## config.mk

```make
export PLATFORM = sky130hd
export DESIGN_NAME = nsc_seed_cell
export DESIGN_NICKNAME = d
export VERILOG_FILES = /design/src/hdl/nearest_seed_classifier_assert.svh /design/src/hdl/nsc_pkg.sv /design/src/hdl/nsc_seed_cell.sv
export SDC_FILE = /design/constraint.sdc
export NUM_CORES = 1
export LEC_CHECK = 0
export ABC_AREA = 1
export BUFFER_PORTS_ARGS = -buffer_cell sky130_fd_sc_hd__clkbuf_2
export CAP_MARGIN = 40
export CORE_ASPECT_RATIO = 1.4
export CORE_MARGIN = 2
export CORE_UTILIZATION = 30
export DETAILED_ROUTE_END_ITERATION = 10
export HOLD_SLACK_MARGIN = 0.1
export MAX_ROUTING_LAYER = met4
export SYNTH_ARGS = -nofsm -noshare
export SYNTH_HDL_FRONTEND = slang
export SYNTH_SLANG_ARGS = --single-unit
```

## constraint.sdc

```tcl
create_clock -name clk_i -period 6.2 [get_ports clk_i]
set_input_delay 0.93 -clock clk_i [delete_from_list [all_inputs] [get_ports clk_i]]
set_output_delay 0.93 -clock clk_i [all_outputs]
set_load 0.01 [all_outputs]
```

## src/hdl/nearest_seed_classifier_assert.svh

```systemverilog
// Assertion macros for the nearest seed classifier.
`ifndef NEAREST_SEED_CLASSIFIER_ASSERT_SVH
`define NEAREST_SEED_CLASSIFIER_ASSERT_SVH

// Same-cycle implication, disabled while in reset.
`define NSC_ASSERT_NOW(label, clk, rst_n, ante, cons, msg) \
  label: assert property (@(posedge clk) disable iff (!(rst_n)) (ante) |-> (cons)) \
    else $error(msg);

// Next-cycle implication, disabled while in reset.
`define NSC_ASSERT_NEXT(label, clk, rst_n, ante, cons, msg) \
  label: assert property (@(posedge clk) disable iff (!(rst_n)) (ante) |=> (cons)) \
    else $error(msg);

`endif

```

## src/hdl/nsc_pkg.sv

```systemverilog
package nsc_pkg;

  localparam int MaxSeedsDefault  = 64;
  localparam int CoordBitsDefault = 32;
  localparam int FracBits         = 16;
  localparam int SlotBits         = 6;
  localparam int CountBits        = 7;
  localparam int ResultBits       = 6;
  localparam int DistLatency      = 4;

  localparam logic [CountBits-1:0] CountReset = CountBits'(2);

  localparam logic ReqLoad     = 1'b0;
  localparam logic ReqClassify = 1'b1;

  // Limit of 2147483647 square units, scaled by 9 * 2^(2 * FracBits).
  localparam int LimitBits = 35 + 2 * FracBits;
  localparam logic [LimitBits-1:0] DistLimit =
      LimitBits'(35'd19327352823) << (2 * FracBits);

  typedef struct packed {
    logic load;
    logic shift;
  } nsc_cell_ctrl_t;

endpackage

```

## src/hdl/nsc_seed_cell.sv

```systemverilog
module nsc_seed_cell
  import nsc_pkg::*;
#(
  parameter int CoordBits = CoordBitsDefault
) (
  input  logic                        clk_i,
  input  nsc_cell_ctrl_t              ctrl_i,
  input  logic signed [CoordBits-1:0] load_x_i,
  input  logic signed [CoordBits-1:0] load_y_i,
  input  logic signed [CoordBits-1:0] load_z_i,
  input  logic signed [CoordBits-1:0] next_x_i,
  input  logic signed [CoordBits-1:0] next_y_i,
  input  logic signed [CoordBits-1:0] next_z_i,
  output logic signed [CoordBits-1:0] x_o,
  output logic signed [CoordBits-1:0] y_o,
  output logic signed [CoordBits-1:0] z_o
);

  logic signed [CoordBits-1:0] x_q, y_q, z_q;

  always_ff @(posedge clk_i) begin
    if (ctrl_i.load) begin
      x_q <= load_x_i;
      y_q <= load_y_i;
      z_q <= load_z_i;
    end else if (ctrl_i.shift) begin
      x_q <= next_x_i;
      y_q <= next_y_i;
      z_q <= next_z_i;
    end
  end

  assign x_o = x_q;
  assign y_o = y_q;
  assign z_o = z_q;

endmodule

```

==> flow_metrics.env <==
export IMPL_status="completed"
export IMPL_post_synth_cell_area_avg_sq_um=10.1
export IMPL_finalCritPeriodShare_pct=43.8
export IMPL_yosysUniqueCellTypes=7
export IMPL_worstPathRequired_ns=6.17
export IMPL_grt_pass1_wl_microns=15900
export IMPL_numClockSinks=96
export IMPL_io_buffer_count=290
export IMPL_htreeDepth=3
export IMPL_die_area_sq_um=14700
export IMPL_grt_max_degree=97
export IMPL_first_iter_violations=89
export IMPL_cts_resized_gates=0
export IMPL_mostFrequentLayoutCells="clkbuf_2 (289), nand2_1 (288), edfxtp_1 (96)"
export IMPL_cp_end_kind="flip-flop"
export IMPL_drc=0
export IMPL_seq_area_sq_um=2880
export IMPL_fmax_mhz=368
export IMPL_start_kind="input port"
export IMPL_synth_area_leaders="edfxtp_1 (70%), nand2_1 (26%), buf_2 (1.7%)"
export IMPL_multi_input_area_sq_um=1090
export IMPL_core_sq_um=13400
export IMPL_antenna_left=0
export IMPL_use_met2_pct=26.0
export IMPL_drt_wl_total_microns=11300
export IMPL_rsz0062_at_grt="false"
export IMPL_die_h_microns=143
export IMPL_dp_hpwl_microns=8770
export IMPL_drt_pass1_iterations=4
export IMPL_drv_slew=0
export IMPL_ys_seq_elements=96
export IMPL_clockBufferDepth=2
export IMPL_path_class="input port to flip-flop"
export IMPL_synth_top_cell_by_area="edfxtp_1"
export IMPL_cp_arrival_ns=2.68
export IMPL_die_w_microns=103
export IMPL_synth_fp_nets=602
export IMPL_grt_use_total_pct=14.7
export IMPL_postCtsHoldBufs=0
export IMPL_fin_tns_setup_ns=0
export IMPL_fillers=1356
export IMPL_grt_overflow=0
export IMPL_use_met3_pct=3.52
export IMPL_post_drt_via_cell_ratio=4.22
export IMPL_antenna_found_initial=0
export IMPL_avgRoutedWirePerCell_microns=12.9
export IMPL_grt_pass1_vias=3453
export IMPL_ys_warn_count=0
export IMPL_nets=884
export IMPL_numCtsBuffers=9
export IMPL_yosysTopAreaCellShare_pct=69.9
export IMPL_total_power_mw=1.61
export IMPL_worstHoldStart="next_z_i[29]"
export IMPL_leakage_nw=3.19
export IMPL_rows=50
export IMPL_power_density_nw_per_um2=270
export IMPL_synth_area_sq_um=4120
export IMPL_layout_commonest_cell="clkbuf_2"
export IMPL_synth_cells=407
export IMPL_hp_class="input port to flip-flop"
export IMPL_clockRootBuffer="clkbuf_16"
export IMPL_grt_use_met1_pct=15.8
export IMPL_busiest_layer="met2"
export IMPL_pin_count=291
export IMPL_syn_to_final_growth_pct=44.7
export IMPL_hold_viol=0
export IMPL_post_cts_setup_buffer_count=0
export IMPL_worst_pin_slew_ns=0.889
export IMPL_start_util_pct=30.8
export IMPL_gp_congestion=0.818
export IMPL_whs_ns=0.856
export IMPL_cts_tree="yes"
export IMPL_vias=3693
export IMPL_clk_pin_slew_worst_paths_ns=0.06
export IMPL_drv_cap=0
export IMPL_fin_crit_ns=2.72
export IMPL_synth_seq_area_share_pct=69.9
export IMPL_ir_drop_uv=112
export IMPL_critical_path_peak_fanout=51
export IMPL_maxSlewHeadroom_pct=40.7
export IMPL_min_to="z_o[29]"
export IMPL_setup_violations=0
export IMPL_min_path_cells=3
export IMPL_num_antenna_cells=0
export IMPL_drive_gt1_share_pct=44.2
per-layer routing:
| metal | wire length [microns] | share of wire, % |
|---|---|---|
| met3 | 886 | 7.8 |
| met2 | 5960 | 53 |
| met1 | 4290 | 38 |
| met5 | 0 | 0 |
| met4 | 193 | 1.7 |
final cells by class:
class	instances	area share, %
Clock buffer	11	3.90
Clock inverter	5	0.965
Inverter	1	0.105
Multi-Input combinational cell	289	18.3
Sequential cell	96	48.3
Tap cell	182	3.82
Timing Repair Buffer	292	24.6
cells by family after synthesis:
| kind of cell | after synthesis | share of synthesized area [%] |
|---|---|---|
| simple gates | 289 | 26.4 |
| buf+inv | 22 | 3.67 |
| flops | 96 | 69.9 |
report_power, final:
| part | switching (mW) | leakage (nW) | total, mW | internal, mW |
|---|---|---|---|---|
| clock | 0.226 | 0.133 | 0.539 | 0.312 |
| sequential | 0.0211 | 0.989 | 0.819 | 0.798 |
| combinational | 0.145 | 2.07 | 0.255 | 0.110 |
| total | 0.392 | 3.19 | 1.61 | 1.22 |
per-stage QoR:
step                      utilization (%)  cell area (sq um)  worst slack (ns)  cells
after floorplan                         -               4120              3.39    407
after global placement               42.4               5680              3.22    860
final                                44.6               5970              3.48    876
after global routing                 44.6               5970              3.30    876
after detailed placement             42.4               5680              3.11    860
after CTS                            44.6               5970              3.48    876
synth_stat cells, drive strengths merged:
cell type,n
nand2,288
edfxtp,96
buf,21
inv,1
or2,1
worst max-delay path, cell delays in order:
cell   delay, ns
buf_4       0.40
or2_4       0.63
buf_4       0.64
registers in the layout, indices dropped and copies added, names as in the netlist:
signal,count
x_o,32
z_o,32
y_o,32
how the worst max path moves through the flow:
stage / slack [ns] / from / to / cells after the start
floorplan: 3.39 / ctrl_i[1] / x_o[0] / 3
global placement: 3.22 / ctrl_i[1] / x_o[9] / 3
detailed placement: 3.11 / ctrl_i[1] / x_o[20] / 3
CTS: 3.48 / ctrl_i[1] / x_o[21] / 3
global route: 3.30 / ctrl_i[1] / y_o[12] / 3
finish: 3.48 / ctrl_i[1] / y_o[12] / 3
Note: power is estimated with default switching activity, not from simulation.
